[src/hdl/mhcs_pkg.sv]
// Shared types, constants and helper functions of the heading and code span scanner.
package mhcs_pkg;

    // Line length limit: a line ends at its (LINE_BUFFER_BYTES-1)-th byte.
    localparam int unsigned LINE_BUFFER_BYTES = 80;
    localparam int unsigned POS_W             = 7;
    localparam int unsigned RUN_W             = 7;
    localparam int unsigned LEVEL_W           = 7;
    localparam logic [POS_W-1:0] LAST_POS     = POS_W'(LINE_BUFFER_BYTES - 2);
    localparam logic [POS_W-1:0] PREFIX_WS_MAX = POS_W'(3);
    localparam logic [RUN_W-1:0] RUN_MAX      = {RUN_W{1'b1}};

    // Character codes.
    localparam logic [7:0] CH_NEWLINE  = 8'd10;
    localparam logic [7:0] CH_SPACE    = 8'd32;
    localparam logic [7:0] CH_HASH     = 8'd35;
    localparam logic [7:0] CH_DASH     = 8'd45;
    localparam logic [7:0] CH_BACKTICK = 8'd96;
    localparam logic [7:0] CH_TAB      = 8'd9;
    localparam logic [7:0] CH_CR       = 8'd13;
    localparam logic [7:0] CH_UPPER_A  = 8'd65;
    localparam logic [7:0] CH_UPPER_Z  = 8'd90;
    localparam logic [7:0] CASE_OFFSET = 8'd32;

    // Result kinds.
    localparam logic KIND_TEXT = 1'b0;
    localparam logic KIND_END  = 1'b1;

    // Line phase codes.
    localparam logic [1:0] PH_PREFIX = 2'd0;
    localparam logic [1:0] PH_HASH   = 2'd1;
    localparam logic [1:0] PH_TEXT   = 2'd2;
    localparam logic [1:0] PH_OTHER  = 2'd3;

    localparam int unsigned TDATA_W = 24;

    typedef struct packed {
        logic               item_kind;
        logic [7:0]         text_byte;
        logic [7:0]         anchor_byte;
        logic [LEVEL_W-1:0] level;
    } result_t;

    function automatic logic is_ws(input logic [7:0] b);
        return ((b >= CH_TAB) && (b <= CH_CR)) || (b == CH_SPACE);
    endfunction

    // Open span length after a backtick run of length cur ends.
    function automatic logic [RUN_W-1:0] run_close(input logic [RUN_W-1:0] open_len,
                                                   input logic [RUN_W-1:0] cur_len);
        logic [RUN_W-1:0] res;
        res = open_len;
        if (cur_len != '0) begin
            if (open_len == '0) begin
                res = cur_len;
            end else if (open_len == cur_len) begin
                res = '0;
            end
        end
        return res;
    endfunction

    function automatic logic [7:0] to_anchor(input logic [7:0] b);
        logic [7:0] a;
        a = b;
        if (b == CH_SPACE) begin
            a = CH_DASH;
        end else if ((b >= CH_UPPER_A) && (b <= CH_UPPER_Z)) begin
            a = b + CASE_OFFSET;
        end
        return a;
    endfunction

endpackage

[src/hdl/markdown_heading_code_span_scanner.sv]
// An accepted byte waits in the input register until the output register is free; the
// state update between the two registers then loads its result, if any. Throughput: one
// byte per cycle while the result stream is not held off. A byte that gives no result
// still passes the tracking logic. Reset (aresetn low at a rising edge) empties both
// registers, closes any open code span, and returns the line tracking to the start of a line.
// Top level of the heading and code span scanner.
module markdown_heading_code_span_scanner (
    input  logic                         aclk,
    input  logic                         aresetn,
    // Input stream: one text byte per request.
    input  logic                         s_tvalid,
    output logic                         s_tready,
    input  logic [7:0]                   s_tdata,   // [7:0] in_byte
    // Result stream: one heading text byte or end of heading per request.
    output logic                         m_tvalid,
    input  logic                         m_tready,
    output logic [mhcs_pkg::TDATA_W-1:0] m_tdata,   // [7:0] text_byte, [15:8] anchor_byte,
                                                    // [22:16] level, [23] zero
    output logic                         m_tuser    // [0] item_kind
);

    logic              hold_valid;
    logic [7:0]        hold_byte;
    logic              out_free;
    logic              step;
    logic              emit;
    mhcs_pkg::result_t result;

    // The held byte is processed whenever the result register can take a result;
    // the state is updated in the same cycle, so no result is ever lost.
    assign step = hold_valid && out_free;

    mhcs_in_reg u_in (
        .aclk       (aclk),
        .aresetn    (aresetn),
        .s_tvalid   (s_tvalid),
        .s_tready   (s_tready),
        .s_tdata    (s_tdata),
        .take       (step),
        .hold_valid (hold_valid),
        .hold_byte  (hold_byte)
    );

    mhcs_core u_core (
        .aclk    (aclk),
        .aresetn (aresetn),
        .step    (step),
        .in_byte (hold_byte),
        .emit    (emit),
        .result  (result)
    );

    mhcs_out_reg u_out (
        .aclk     (aclk),
        .aresetn  (aresetn),
        .load     (step && emit),
        .result   (result),
        .free     (out_free),
        .m_tvalid (m_tvalid),
        .m_tready (m_tready),
        .m_tdata  (m_tdata),
        .m_tuser  (m_tuser)
    );

endmodule

[src/hdl/mhcs_in_reg.sv]
// Input register stage holding one accepted text byte.
module mhcs_in_reg (
    input  logic       aclk,
    input  logic       aresetn,
    input  logic       s_tvalid,
    output logic       s_tready,
    input  logic [7:0] s_tdata,
    input  logic       take,
    output logic       hold_valid,
    output logic [7:0] hold_byte
);

    logic       valid_reg;
    logic       valid_next;
    logic [7:0] byte_reg;

    // A byte is taken when the stage is empty or drains this cycle.
    assign s_tready   = !valid_reg || take;
    assign valid_next = (s_tvalid && s_tready) ? 1'b1 : (take ? 1'b0 : valid_reg);

    always_ff @(posedge aclk) begin
        if (!aresetn) begin
            valid_reg <= 1'b0;
        end else begin
            valid_reg <= valid_next;
        end
    end

    always_ff @(posedge aclk) begin
        if (s_tvalid && s_tready) begin
            byte_reg <= s_tdata;
        end
    end

    assign hold_valid = valid_reg;
    assign hold_byte  = byte_reg;

endmodule

[src/hdl/mhcs_core.sv]
// Line, heading and backtick tracking state with the per-byte decision logic.
module mhcs_core (
    input  logic              aclk,
    input  logic              aresetn,
    input  logic              step,
    input  logic [7:0]        in_byte,
    output logic              emit,
    output mhcs_pkg::result_t result
);

    logic [mhcs_pkg::RUN_W-1:0]   open_reg, open_next;
    logic [mhcs_pkg::RUN_W-1:0]   cur_reg, cur_next;
    logic [mhcs_pkg::POS_W-1:0]   pos_reg, pos_next;
    logic [1:0]                   phase_reg, phase_next;
    logic [mhcs_pkg::LEVEL_W-1:0] hash_reg, hash_next;

    logic                         last;
    logic                         drop;
    logic                         ws;
    logic [mhcs_pkg::RUN_W-1:0]   open_mid, cur_mid;
    logic [mhcs_pkg::LEVEL_W-1:0] hash_upd;

    assign ws   = mhcs_pkg::is_ws(in_byte);
    assign last = (in_byte == mhcs_pkg::CH_NEWLINE) || (pos_reg >= mhcs_pkg::LAST_POS);

    always_comb begin
        phase_next          = phase_reg;
        hash_upd            = hash_reg;
        emit                = 1'b0;
        drop                = 1'b0;
        result.item_kind    = mhcs_pkg::KIND_TEXT;
        result.text_byte    = in_byte;
        result.anchor_byte  = mhcs_pkg::to_anchor(in_byte);
        result.level        = hash_reg;
        unique case (phase_reg)
            mhcs_pkg::PH_PREFIX: begin
                if (open_reg != '0) begin
                    phase_next = mhcs_pkg::PH_OTHER;
                end else if (in_byte == mhcs_pkg::CH_HASH) begin
                    phase_next = mhcs_pkg::PH_HASH;
                    hash_upd   = mhcs_pkg::LEVEL_W'(1);
                end else if (!(ws && (pos_reg < mhcs_pkg::PREFIX_WS_MAX))) begin
                    phase_next = mhcs_pkg::PH_OTHER;
                end
            end
            mhcs_pkg::PH_HASH: begin
                if (in_byte == mhcs_pkg::CH_HASH) begin
                    if (hash_reg != {mhcs_pkg::LEVEL_W{1'b1}}) begin
                        hash_upd = hash_reg + 1'b1;
                    end
                end else if (ws && !last) begin
                    phase_next = mhcs_pkg::PH_TEXT;
                end else begin
                    phase_next = mhcs_pkg::PH_OTHER;
                end
            end
            mhcs_pkg::PH_TEXT: begin
                emit = 1'b1;
                if (last) begin
                    // The line's last byte closes the heading and is not tracked.
                    drop               = 1'b1;
                    result.item_kind   = mhcs_pkg::KIND_END;
                    result.text_byte   = '0;
                    result.anchor_byte = '0;
                end
            end
            default: begin
                phase_next = mhcs_pkg::PH_OTHER;
            end
        endcase
    end

    // Backtick runs: count, then close at any other byte and at a line end.
    always_comb begin
        open_mid = open_reg;
        cur_mid  = cur_reg;
        if (!drop) begin
            if (in_byte == mhcs_pkg::CH_BACKTICK) begin
                if (cur_reg != mhcs_pkg::RUN_MAX) begin
                    cur_mid = cur_reg + 1'b1;
                end
            end else begin
                open_mid = mhcs_pkg::run_close(open_reg, cur_reg);
                cur_mid  = '0;
            end
        end
        if (last) begin
            open_next  = mhcs_pkg::run_close(open_mid, cur_mid);
            cur_next   = '0;
            pos_next   = '0;
            hash_next  = '0;
        end else begin
            open_next  = open_mid;
            cur_next   = cur_mid;
            pos_next   = pos_reg + 1'b1;
            hash_next  = hash_upd;
        end
    end

    always_ff @(posedge aclk) begin
        if (!aresetn) begin
            open_reg  <= '0;
            cur_reg   <= '0;
            pos_reg   <= '0;
            phase_reg <= mhcs_pkg::PH_PREFIX;
            hash_reg  <= '0;
        end else if (step) begin
            open_reg  <= open_next;
            cur_reg   <= cur_next;
            pos_reg   <= pos_next;
            phase_reg <= last ? mhcs_pkg::PH_PREFIX : phase_next;
            hash_reg  <= hash_next;
        end
    end

endmodule

[src/hdl/mhcs_out_reg.sv]
// Result register driving the master side of the result stream.
module mhcs_out_reg (
    input  logic                          aclk,
    input  logic                          aresetn,
    input  logic                          load,
    input  mhcs_pkg::result_t             result,
    output logic                          free,
    output logic                          m_tvalid,
    input  logic                          m_tready,
    output logic [mhcs_pkg::TDATA_W-1:0]  m_tdata,
    output logic                          m_tuser
);

    logic              valid_reg;
    logic              valid_next;
    mhcs_pkg::result_t res_reg;

    assign free       = !valid_reg || m_tready;
    assign valid_next = load ? 1'b1 : ((valid_reg && m_tready) ? 1'b0 : valid_reg);

    always_ff @(posedge aclk) begin
        if (!aresetn) begin
            valid_reg <= 1'b0;
        end else begin
            valid_reg <= valid_next;
        end
    end

    always_ff @(posedge aclk) begin
        if (load) begin
            res_reg <= result;
        end
    end

    assign m_tvalid = valid_reg;
    assign m_tuser  = res_reg.item_kind;
    assign m_tdata  = {1'b0, res_reg.level, res_reg.anchor_byte, res_reg.text_byte};

endmodule

[config.mk]
export PLATFORM = sky130hd
export DESIGN_NAME = markdown_heading_code_span_scanner
export DESIGN_NICKNAME = d
export VERILOG_FILES = /design/src/hdl/mhcs_pkg.sv /design/src/hdl/markdown_heading_code_span_scanner.sv /design/src/hdl/mhcs_in_reg.sv /design/src/hdl/mhcs_core.sv /design/src/hdl/mhcs_out_reg.sv
export SDC_FILE = /design/constraint.sdc
export NUM_CORES = 1
export LEC_CHECK = 0
export BUFFER_PORTS_ARGS = -buffer_cell sky130_fd_sc_hd__buf_2
export CAP_MARGIN = 30
export CORE_UTILIZATION = 30
export DETAILED_ROUTE_END_ITERATION = 10
export PLACE_DENSITY_LB_ADDON = 0.05
export SLEW_MARGIN = 20
export SYNTH_ARGS = -nofsm -noshare
export SYNTH_HDL_FRONTEND = slang
export SYNTH_SLANG_ARGS = --single-unit
[constraint.sdc]
create_clock -name aclk -period 3.65 [get_ports aclk]
set_clock_uncertainty 0.2 [all_clocks]
set_input_delay 0.1825 -clock aclk [delete_from_list [all_inputs] [get_ports aclk]]
set_output_delay 0.1825 -clock aclk [all_outputs]
set_load 0.02 [all_outputs]
Yosys cells after proc, flatten, opt, wreduce, memory -nomap -nowiden
Index checks and enable logic that the tools add are counted.
- input port bits: 12
- output and inout bits: 27
- word-level logic and storage cells: 103
- register bits after elaboration: 64
- equal/unequal tests: 17
- order comparisons: 6
- mux-type cells: 38
- reductions and logical operators: 26
- add/sub/neg operators: 4
- operators by type and width (cell ; number):
    7-bit two-way mux ; 19
    7-bit by 1-bit adder with 7-bit output (second input constant) ; 3
    7-bit nonzero test ; 3
    17-bit two-way mux ; 1
    8-bit by 6-bit == test with 1-bit output (second input constant) ; 2
    16-bit two-way mux ; 1
    8-bit two-way mux ; 2
    7-bit == test ; 2
    7-bit zero test ; 2
    7-bit inequality test (second input constant) ; 2
    7-bit one-hot mux with 2 select lines ; 1
    2-bit two-way mux ; 5
    3-bit by 1-bit inequality test with 1-bit output (second input constant) ; 3
    8-bit by 6-bit adder with 8-bit output (second input constant) ; 1
    8-bit by 4-bit == test with 1-bit output (second input constant) ; 1
    8-bit by 7-bit == test with 1-bit output (second input constant) ; 1
    8-bit by 4-bit >= comparator with 1-bit output (second input constant) ; 1
    8-bit by 7-bit >= comparator with 1-bit output (second input constant) ; 1
    8-bit by 4-bit less-or-equal comparator with 1-bit output (second input constant) ; 1
    8-bit by 7-bit less-or-equal comparator with 1-bit output (second input constant) ; 1
    1-bit logical AND ; 8
    1-bit two-way mux ; 8
    7-bit >= comparator (second input constant) ; 1
    7-bit by 2-bit < comparator with 1-bit output (second input constant) ; 1
    13 further kinds ; 20

Longest topological paths before layout
Gate-level depths: netlist of the first run.
- depth after elaboration: 11
- gate-level depth with buffers: 14

Hierarchy
From an unflattened synthesis of the first run, not the netlist that was laid out.
- cell total of the unflattened synthesis: 368
- area total of the unflattened synthesis: 3559.7 µm²
- by module, submodules not included (module ; times used ; area each (µm²) ; cells an instance ; seq. area each (µm²)):
    mhcs_core ; 1 ; 2468.6 ; 323 ; 600.6
    mhcs_out_reg ; 1 ; 780.7 ; 30 ; 740.7
    mhcs_in_reg ; 1 ; 297.8 ; 13 ; 260.2
    markdown_heading_code_span_scanner ; 1 ; 12.5 ; 2 ; 0.0

Least setup slack after synthesis of the first run
Ideal clock, no wire load.
- kind: register -> register
- from: reg u_core.pos_reg[0] (netlist bit)
- to: reg u_core.open_reg[1] (netlist bit)
- path slack: 0.741 ns
- arrival time: 2.573 ns
- data required time: 3.315 ns
- library setup time: 0.135 ns
- clock period less this slack: 2.909 ns
- stages on the path, launching flop included: 14
- cell sequence: dfxtp_1 > inv_1 > ha_1 > o211ai_1 > a211o_1 > and2_4 > buf_6 > clkinv_4 > or4_1 > o21ai_2 > o41ai_2 > mux2_4 > o31ai_1 > a31oi_1
- longest elaborated chain between the ends: 10
- elaborated cells on any way between the ends: 13
- those cells by class: order compare (1); eq/ne (1); mux (8); reduce/logical (3)
- ends and longest elaborated chain (item ; line ; text):
    start: declaration ; mhcs_core.sv:13 ; logic [mhcs_pkg::POS_W-1:0] pos_reg, pos_next;
    start signal: assignment ; mhcs_core.sv:110 ; pos_reg <= pos_next;
    7-bit >= comparator (*) ; mhcs_core.sv:24 ; assign last = (in_byte == mhcs_pkg::CH_NEWLINE) || (pos_reg >= mhcs_pkg::LAST_POS);
    1-bit logical OR (*) ; mhcs_core.sv:24 ;
    1-bit two-way mux ; mhcs_core.sv:59 ; if (last) begin
    1-bit two-way mux ; mhcs_core.sv:35 ; unique case (phase_reg)
    7-bit two-way mux ; mhcs_core.sv:77 ; if (!drop) begin
    7-bit == test ; mhcs_pkg.sv:56 ; end else if (open_len == cur_len) begin
    7-bit two-way mux ; mhcs_pkg.sv:56 ;
    7-bit two-way mux ; mhcs_pkg.sv:54 ; if (open_len == '0) begin
    7-bit two-way mux ; mhcs_pkg.sv:53 ; if (cur_len != '0) begin
    7-bit two-way mux (*) ; mhcs_core.sv:87 ; if (last) begin
    end signal: assignment ; mhcs_core.sv:108 ; open_reg <= open_next;
    end: declaration ; mhcs_core.sv:11 ; logic [mhcs_pkg::RUN_W-1:0] open_reg, open_next;
Mark *: on every way between the ends. The rest lies on a longest branch, timed or not.
A chain may end at the register's enable or synchronous reset.

Worst setup path in the final report of the first run
Same ends and word-level chain as after synthesis.

==> results.json, run 1 <==
{
  "status": "finished clean",
  "power_density_mw_per_mm2": 454,
  "end_kind": "flop",
  "rows": 38,
  "grt_overflow_total": 0,
  "cts_root_buf": "clkbuf_16",
  "max-vdd-ir-drop_mv": 0.183,
  "finalSetupViolCount": 0,
  "synth_ff_type": "edfxtp_1",
  "async_reset_ff_share_pct": 0,
  "yosys.area.top_type": "edfxtp_1",
  "finalCritPeriodShare_pct": 90.2,
  "die_x_um": 109,
  "whs_ps": 84.0,
  "report.final.slew_viol_count": 0,
  "ant_nets": 0,
  "area_growth_pct": 21.3,
  "hold_path.class": "primary input to flop",
  "rsz0062_at_grt": "no",
  "clk_path_buf_depth": 2,
  "numCtsBuffers": 9,
  "finalWirelength_mm": 8.06,
  "yosysWarnings": 0,
  "largest_register_ffs": 23,
  "clk_latency_ps": 330,
  "via_count": 2664,
  "grt_pass1_wl_mm": 13.2,
  "max_cap_viol_count": 0,
  "drcViolationCount": 0,
  "worstPathArrival_ps": 3270,
  "synthesis.nets": 366,
  "routed_via_density": 4.97,
  "instances_no_fill": 536,
  "synth.avg_cell_area_um2": 9.86,
  "wl_per_cell_um": 15.0,
  "gp_congestion": 0.781,
  "grt_usage_pct": 14.7,
  "num_antenna_cells": 0,
  "cts_tree": "built",
  "cts.sinks": 64,
  "ctsHtreeMaxLevel": 3,
  "syn-cell-area_mm2": 0.00343,
  "fin_crit_ps": 3290,
  "die_y_um": 109,
  "path_clk_slew_ps": 60,
  "holdPathStages": 2,
  "place_inst": 510,
  "grt_pass1_vias": 2506,
  "ys_types": 61,
  "io_buffers": 37,
  "syn_inst": 348,
  "yosys.area.top_type_share_pct": 28.0,
  "grt_max_degree": 25,
  "hold_viol_final": 0,
  "start_util_pct": 31.2,
  "worstPathRequired_ps": 3630,
  "slew_headroom_pct": 60.4,
  "critical_path.startpoint_type": "flop",
  "first_pass_iters": 4,
  "leakage_nw": 1.53,
  "synth-seq-cells": 64,
  "crit_fanout": 13,
  "drt_iter0_markers": 125,
  "yosysSeqAreaShare_pct": 46.7,
  "antenna_found_initial": 0,
  "ios": 39,
  "final_nets": 409,
  "fmax_mhz": 304,
  "r2r_cells": 12,
  "yosys-top-cells-area": "edfxtp_1 (28%), dfxtp_1 (19%), nor2_1 (4.3%), xor2_1 (3.3%), a21oi_1 (3.2%)",
  "worst_pin_slew_ps": 594,
  "drive_above_1_share_pct": 19.9,
  "power_mw": 1.89,
  "synth-edff-count": 32,
  "dieArea_mm2": 0.0119,
  "core_mm2": 0.0110,
  "setup_tns_ps": 0,
  "crit_type": "flop to flop",
  "hpwl_mm": 5.72
}
==> final timing paths <==
| kind | from | slack, ps | endpoint |
|---|---|---|---|
| hold / removal | aresetn | 80 | u_core.hash_reg[0] |
| hold reg to reg | u_core.hash_reg[6] | 270 | u_out.m_tdata[22] |
| setup / recovery | u_core.pos_reg[0] | 360 | u_core.open_reg[1] |
| setup reg to reg | u_core.pos_reg[0] | 360 | u_core.open_reg[1] |
==> layer usage <==
layer,share of wire [%],vias up,track usage (%)
met5,0,-,0
met4,1.5,0,5.50
met3,3.8,9,3.05
met2,45,51,23.7
met1,49,1236,19.4
li1,-,1368,-
==> final cells by class <==
| class | count | area, µm² |
|---|---|---|
| fill | 1108 | 6820 |
| multi-input combinational | 249 | 1650 |
| sequential | 64 | 1600 |
| timing repair buffer | 54 | 338 |
| clock buffer | 11 | 275 |
| tap | 140 | 175 |
| clock inverter | 5 | 65.1 |
| inverter | 13 | 53.8 |
==> Yosys cell counts, types with 4 or more instances <==
cell type	n
and2_1	7
nor3_1	10
nand2b_1	4
nand3_1	4
edfxtp_1	32
nor2_1	39
xor2_1	13
a22oi_1	7
ha_1	6
nand4_1	11
clkbuf_1	13
nor2b_1	11
a22o_1	5
o21ai_0	9
xnor2_1	9
o31ai_1	8
and3_1	15
nand2_1	13
a21oi_1	22
a31oi_1	8
inv_1	12
dfxtp_1	32
==> logic make-up (layout without fill, tap and decap cells) <==
kind of cell               after synthesis  count (layout)  synth area share, %
DFF                                     64              64                 46.7
other                                    1               1                0.109
muxes                                    4               4                 1.35
buffers and inverters                   35              83                 5.21
and+or+nand+nor                        133             133                 22.0
adders and majority gates                6               6                 2.19
AOI/OAI and AO/OA                       83              83                 16.8
xor gates and xnor gates                22              22                 5.62
==> power by group <==
group,internal (mW),switching [mW]
Sequential,0.774,0.0234
Combinational,0.0555,0.0719
Clock,0.620,0.347
Total,1.45,0.442
==> stage by stage <==
step	utilization [%]	cell area, µm²	worst slack (ps)
4_1_cts	37.9	4160	235
5_1_grt	37.9	4160	89.3
3_5_place_dp	33.9	3720	257
6_report	37.9	4160	359
2_1_floorplan	-	3430	741
3_3_place_gp	33.9	3720	290
==> placed cells by master (no fill, tap or decap), types with 3 or more instances in the layout <==
| cell type | count |
|---|---|
| dfxtp_1 | 32 |
| edfxtp_1 | 32 |
| a22o_1 | 5 |
| nor2_2 | 3 |
| inv_1 | 12 |
| nor3_1 | 10 |
| inv_6 | 3 |
| and3_1 | 15 |
| a21oi_1 | 22 |
| a31oi_1 | 8 |
| and2_1 | 7 |
| clkbuf_16 | 11 |
| nor2b_1 | 11 |
| o31ai_1 | 8 |
| nand2b_1 | 4 |
| xnor2_1 | 9 |
| o21ai_0 | 9 |
| buf_2 | 37 |
| nand3_1 | 4 |
| nand4_1 | 11 |
| xor2_1 | 13 |
| o211ai_1 | 3 |
| a22oi_1 | 7 |
| nor2_1 | 38 |
| nand2_1 | 13 |
| buf_4 | 7 |
| dlygate4sd3_1 | 10 |
| ha_1 | 6 |
| o21a_1 | 3 |
| a211oi_1 | 3 |
==> timing repair <==
action / CTS / global route
endpoints found under the hold margin: 9 / 0
setup endpoints to repair: 0 / 2
gates resized for setup: 0 / 1
setup buffers: 0 / 0
hold buffers: 10 / 0
==> critical path, stage by stage, from the launching register on <==
cell and delay (ps):
dfxtp_1 420, inv_1 70, ha_1 190, o211ai_1 210
a211o_2 270, and2_4 250, clkinv_4 130, or4_1 540
o21ai_2 130, o41ai_2 120, mux2_4 320, o31ai_1 200
a31oi_1 100
Note: power is estimated with default switching activity, not from simulation.
==> run 2: changes to the inputs <==
--- a/config.mk
+++ b/config.mk
@@ -7,6 +7,7 @@
 export LEC_CHECK = 0
 export BUFFER_PORTS_ARGS = -buffer_cell sky130_fd_sc_hd__buf_2
 export CAP_MARGIN = 30
+export CORE_ASPECT_RATIO = 0.8
 export CORE_UTILIZATION = 30
 export DETAILED_ROUTE_END_ITERATION = 10
 export PLACE_DENSITY_LB_ADDON = 0.05
==> run 2 against run 1 <==
Effect of this change: routed wire length rose by 4.2%; final cell count grew 1.1%; highest routed layer unchanged; hold slack improved by 20 ps; largest cell class unchanged; clock power fell by 14%; worst setup slack gained 30 ps; cell area shrank 0.81%; critical endpoint unchanged; die area barely moved; core utilization shrank 0.43 points.
==> results.json, run 2 (same netlist as run 1, synthesis figures left out) <==
{
  "status": "finished clean",
  "max_cap_viol_count": 0,
  "area_growth_pct": 20.4,
  "clk_latency_ps": 330,
  "crit_fanout": 13,
  "routed_via_density": 5.02,
  "first_pass_iters": 4,
  "start_util_pct": 31.1,
  "grt_overflow_total": 0,
  "finalWirelength_mm": 8.40,
  "instances_no_fill": 542,
  "combPwrFrac_pct": 7.3,
  "die_x_um": 122,
  "num_antenna_cells": 0,
  "ctsHtreeMaxLevel": 3,
  "placed_cell_area_mm2": 0.00374,
  "rsz0062_at_grt": "no",
  "clk_path_buf_depth": 2,
  "fin_crit_ps": 3260,
  "cts_hold_buf": 10,
  "gp_congestion": 0.794,
  "place_inst": 516,
  "max-vdd-ir-drop_mv": 0.174,
  "drcViolationCount": 0,
  "largest_register_ffs": 23,
  "critical_path.startpoint_type": "flop",
  "drive_above_1_share_pct": 19.6,
  "finalSetupViolCount": 0,
  "pwr-share-clk_pct": 47.1,
  "grt_usage_pct": 15.3,
  "internal-power_mw": 1.35,
  "power_density_mw_per_mm2": 425,
  "cts_tree": "built",
  "final_nets": 411,
  "post_cts_resized": 0,
  "setup_ws_ps": 389,
  "die_y_um": 97.7,
  "worstPathRequired_ps": 3630,
  "final_area_mm2": 0.00413,
  "grt_max_degree": 25,
  "io_buffers": 37,
  "finalCritPeriodShare_pct": 89.3,
  "switching_power_mw": 0.403,
  "cts_root_buf": "clkbuf_16",
  "core_mm2": 0.0110,
  "layout_commonest_cell": "nor2_1",
  "ant_nets": 0,
  "grt_pass1_vias": 2679,
  "postCtsSetupRepairBufs": 0,
  "report.final.slew_viol_count": 0,
  "cts.sinks": 64,
  "hpwl_mm": 5.93,
  "slew_headroom_pct": 62.7,
  "fmax_mhz": 307,
  "antenna_found_initial": 0,
  "layout_common_cells": "nor2_1 (38), buf_2 (37), dfxtp_1 (32), edfxtp_1 (32), a21oi_1 (22)",
  "path_clk_slew_ps": 50,
  "numCtsBuffers": 9,
  "hold_path.class": "primary input to flop",
  "setup_tns_ps": 0,
  "hold_viol_final": 0,
  "end_kind": "flop",
  "via_count": 2723,
  "crit_type": "flop to flop",
  "dieArea_mm2": 0.0119,
  "grt_pass1_wl_mm": 13.8,
  "switching_share_pct": 23.0,
  "pre_cts_ws_ps": 459,
  "worst_pin_slew_ps": 560,
  "drt_iter0_markers": 205,
  "pwr-share-seq_pct": 45.5,
  "leakage_nw": 1.51,
  "worstPathArrival_ps": 3240,
  "ios": 39,
  "wl_per_cell_um": 15.5,
  "rows": 34
}
-- run 2: worst max-delay path: stages (launching register included) --
cell,delay [ps]
dfxtp_1,420
inv_1,80
ha_1,200
o211ai_1,200
a211o_1,180
and2_4,240
clkinv_4,130
or4_1,540
o21ai_2,140
o41ai_2,120
mux2_4,310
o31ai_1,240
a31oi_1,110
-- run 2: path summary, 6_finish.rpt --
kind,slack [ps],depth (start not counted),to,from
worst min-delay path,100,3,u_core.open_reg[1],aresetn
worst max-delay path,390,12,u_core.open_reg[1],u_core.pos_reg[0]
worst min register to register,290,0,u_out.m_tdata[21],u_core.hash_reg[5]
worst max register to register,390,12,u_core.open_reg[1],u_core.pos_reg[0]
-- run 2: cell type report --
| cell class | count | area (µm²) |
|---|---|---|
| Inverter | 13 | 53.8 |
| Clock inverter | 7 | 62.6 |
| Fill cell | 1117 | 6890 |
| Clock buffer | 9 | 225 |
| Timing Repair Buffer | 56 | 353 |
| Multi-Input combinational cell | 249 | 1650 |
| Tap cell | 144 | 180 |
| Sequential cell | 64 | 1600 |
-- run 2: power groups by stage --
stage	Sequential, mW	Clock (mW)	Combinational (mW)
finish	0.799	0.827	0.129
global route	0.801	0.878	0.144
CTS	0.798	0.849	0.130
detailed placement	0.813	0	0.121
global placement	0.814	0	0.123
floorplan	0.810	0	0.0827
-- run 2: through the flow --
stage / utilization (%) / hold WS [ps] / total power, mW
5_1_grt: 37.5 / 127 / 1.82
3_3_place_gp: 34.0 / 160 / 0.937
3_5_place_dp: 34.0 / 162 / 0.933
4_1_cts: 37.5 / 85.8 / 1.78
2_1_floorplan: - / 81.4 / 0.893
6_report: 37.5 / 104 / 1.75
-- run 2: layer usage --
metal	global-route usage, %	vias up	routed length [µm]
li1	-	1367	-
met1	22.0	1278	4480
met2	21.1	65	3420
met3	4.17	13	364
met4	6.27	0	137
met5	0	-	0
==> run 3: changes to the inputs <==
--- a/config.mk
+++ b/config.mk
@@ -8,9 +8,10 @@
 export BUFFER_PORTS_ARGS = -buffer_cell sky130_fd_sc_hd__buf_2
 export CAP_MARGIN = 30
 export CORE_ASPECT_RATIO = 0.8
-export CORE_UTILIZATION = 30
+export CORE_UTILIZATION = 35
 export DETAILED_ROUTE_END_ITERATION = 10
 export PLACE_DENSITY_LB_ADDON = 0.05
+export RECOVER_POWER = 50
 export SLEW_MARGIN = 20
 export SYNTH_ARGS = -nofsm -noshare
 export SYNTH_HDL_FRONTEND = slang
==> run 3 against run 2 <==
Effect of this change: non-clock buffer count fell by 3; sequential share of layout area grew 1.1 points; routed wire length fell by 0.98%; hold slack got worse by 3.9 ps; final cell count fell by 5.9%; sequential power about the same; clock power is 4.2% lower; sequential cell count did not move; critical endpoint unchanged.
==> results.json, run 3 (same netlist as run 1, synthesis figures left out) <==
{
  "status": "finished clean",
  "drive_above_1_share_pct": 11.9,
  "finalSetupViolCount": 0,
  "post_cts_resized": 0,
  "setup_ws_ps": 435,
  "clk_path_buf_depth": 2,
  "crit_fanout": 13,
  "combPwrFrac_pct": 7.1,
  "antenna_found_initial": 0,
  "fin_crit_ps": 3210,
  "crit_type": "flop to flop",
  "pwr-share-seq_pct": 46.7,
  "fmax_mhz": 311,
  "cts_root_buf": "clkbuf_16",
  "gp_congestion": 0.838,
  "worstPathRequired_ps": 3640,
  "grt_max_degree": 25,
  "die_x_um": 113,
  "hold_path.startpoint": "aresetn",
  "cp_slowest_cell": "or4_1",
  "largest_register_ffs": 23,
  "max-vdd-ir-drop_mv": 0.195,
  "numCtsBuffers": 9,
  "internal-power_mw": 1.32,
  "max_cap_viol_count": 0,
  "final_nets": 408,
  "crit_chain": "inv_1, ha_1, o211ai_1, a211o_1, and2_4, clkinv_4, or4_1, o21ai_2, o41ai_2, mux2_4, o31ai_1, a31oi_1",
  "via_count": 2731,
  "routed_via_density": 5.35,
  "report.final.slew_viol_count": 0,
  "hold_viol_final": 0,
  "grt_pass1_vias": 2646,
  "rsz0062_at_grt": "no",
  "hpwl_mm": 5.76,
  "worst_pin_slew_ps": 1330,
  "clk_latency_ps": 330,
  "io_buffers": 37,
  "rows": 31,
  "ant_nets": 0,
  "power_density_mw_per_mm2": 426,
  "wl_per_cell_um": 16.3,
  "layout_common_cells": "nor2_1 (38), dfxtp_1 (32), edfxtp_1 (32), clkbuf_1 (30), a21oi_1 (22)",
  "end_kind": "flop",
  "setup_tns_ps": 0,
  "holdPathStages": 3,
  "ctsHtreeMaxLevel": 3,
  "slew_headroom_pct": 11.5,
  "grt_usage_pct": 17.4,
  "r2r_cells": 12,
  "ios": 39,
  "cts_tree": "built",
  "grt_overflow_total": 0,
  "num_antenna_cells": 0,
  "path_clk_slew_ps": 50,
  "switching_power_mw": 0.394,
  "drcViolationCount": 0,
  "hold_path.class": "primary input to flop",
  "grt_pass1_wl_mm": 13.7,
  "leakage_nw": 1.42,
  "layout_commonest_cell": "nor2_1",
  "finalCritPeriodShare_pct": 88.1,
  "cts.sinks": 64,
  "dieArea_mm2": 0.0102,
  "slowest_delay_ps": 530,
  "die_y_um": 90.6,
  "pre_cts_ws_ps": 441,
  "first_pass_iters": 4,
  "finalWirelength_mm": 8.31,
  "core_mm2": 0.00927,
  "worstPathArrival_ps": 3200,
  "critical_path.startpoint_type": "flop",
  "crit_start": "u_core.pos_reg[0]",
  "area_growth_pct": 17.2,
  "start_util_pct": 37.0,
  "drt_iter0_markers": 133,
  "r2r-start": "u_core.pos_reg[0]",
  "pwr-share-clk_pct": 46.2,
  "switching_share_pct": 23.0
}
## run 3: routing by layer
metal	up-vias	global-route usage, %	share of wire (%)
met5	-	0	0
met3	10	4.90	6.4
met1	1275	24.9	51
met4	0	6.44	1.6
met2	84	24.8	42
li1	1362	-	-
## run 3: path summary, 6_finish.rpt
path / endpoint / slack, ps
worst max-delay path: u_core.open_reg[1] / 440
worst min-delay path: u_core.open_reg[0] / 100
worst max register to register: u_core.open_reg[1] / 440
worst min register to register: u_out.m_tdata[22] / 270
## run 3: final cells by class
type	count	area (µm²)
fill	923	5250
multi-input combinational	249	1650
sequential	64	1600
timing repair buffer	53	290
clock buffer	13	260
tap	115	144
inverter	13	53.8
clock inverter	3	17.5
## run 3: through the flow
stage | cell area (µm²) | total power [mW] | utilization [%] | instances | hold slack (ps)
final | 4020 | 1.71 | 43.4 | 510 | 100
after detailed placement | 3680 | 0.930 | 39.7 | 484 | 162
after global placement | 3680 | 0.930 | 39.7 | 484 | 161
after global routing | 4020 | 1.78 | 43.4 | 510 | 112
after CTS | 4060 | 1.74 | 43.8 | 510 | 86.6
after floorplan | 3430 | 0.893 | - | 348 | 81.4
## run 3: power by group through the flow
stage / Combinational (mW) / Clock [mW] / Sequential [mW]
4_1_cts: 0.125 / 0.818 / 0.799
3_3_place_gp: 0.116 / 0 / 0.814
2_1_floorplan: 0.0827 / 0 / 0.810
6_report: 0.122 / 0.792 / 0.800
5_1_grt: 0.136 / 0.845 / 0.803
3_5_place_dp: 0.116 / 0 / 0.814
## run 3: worst max-delay path, delay by kind of cell (launching register included)
family | cells | cell delay, ps
fa+ha+maj | 1 | 190
flops | 1 | 420
compound gates | 6 | 960
simple gates | 2 | 770
mux | 1 | 310
buf+inv | 2 | 200
## run 3: repair_timing
action                     in CTS  in global routing
setup buffers                   0                  0
hold buffers                   10                  0
hold endpoints to repair        9                  0
setup endpoints to repair       0                  0
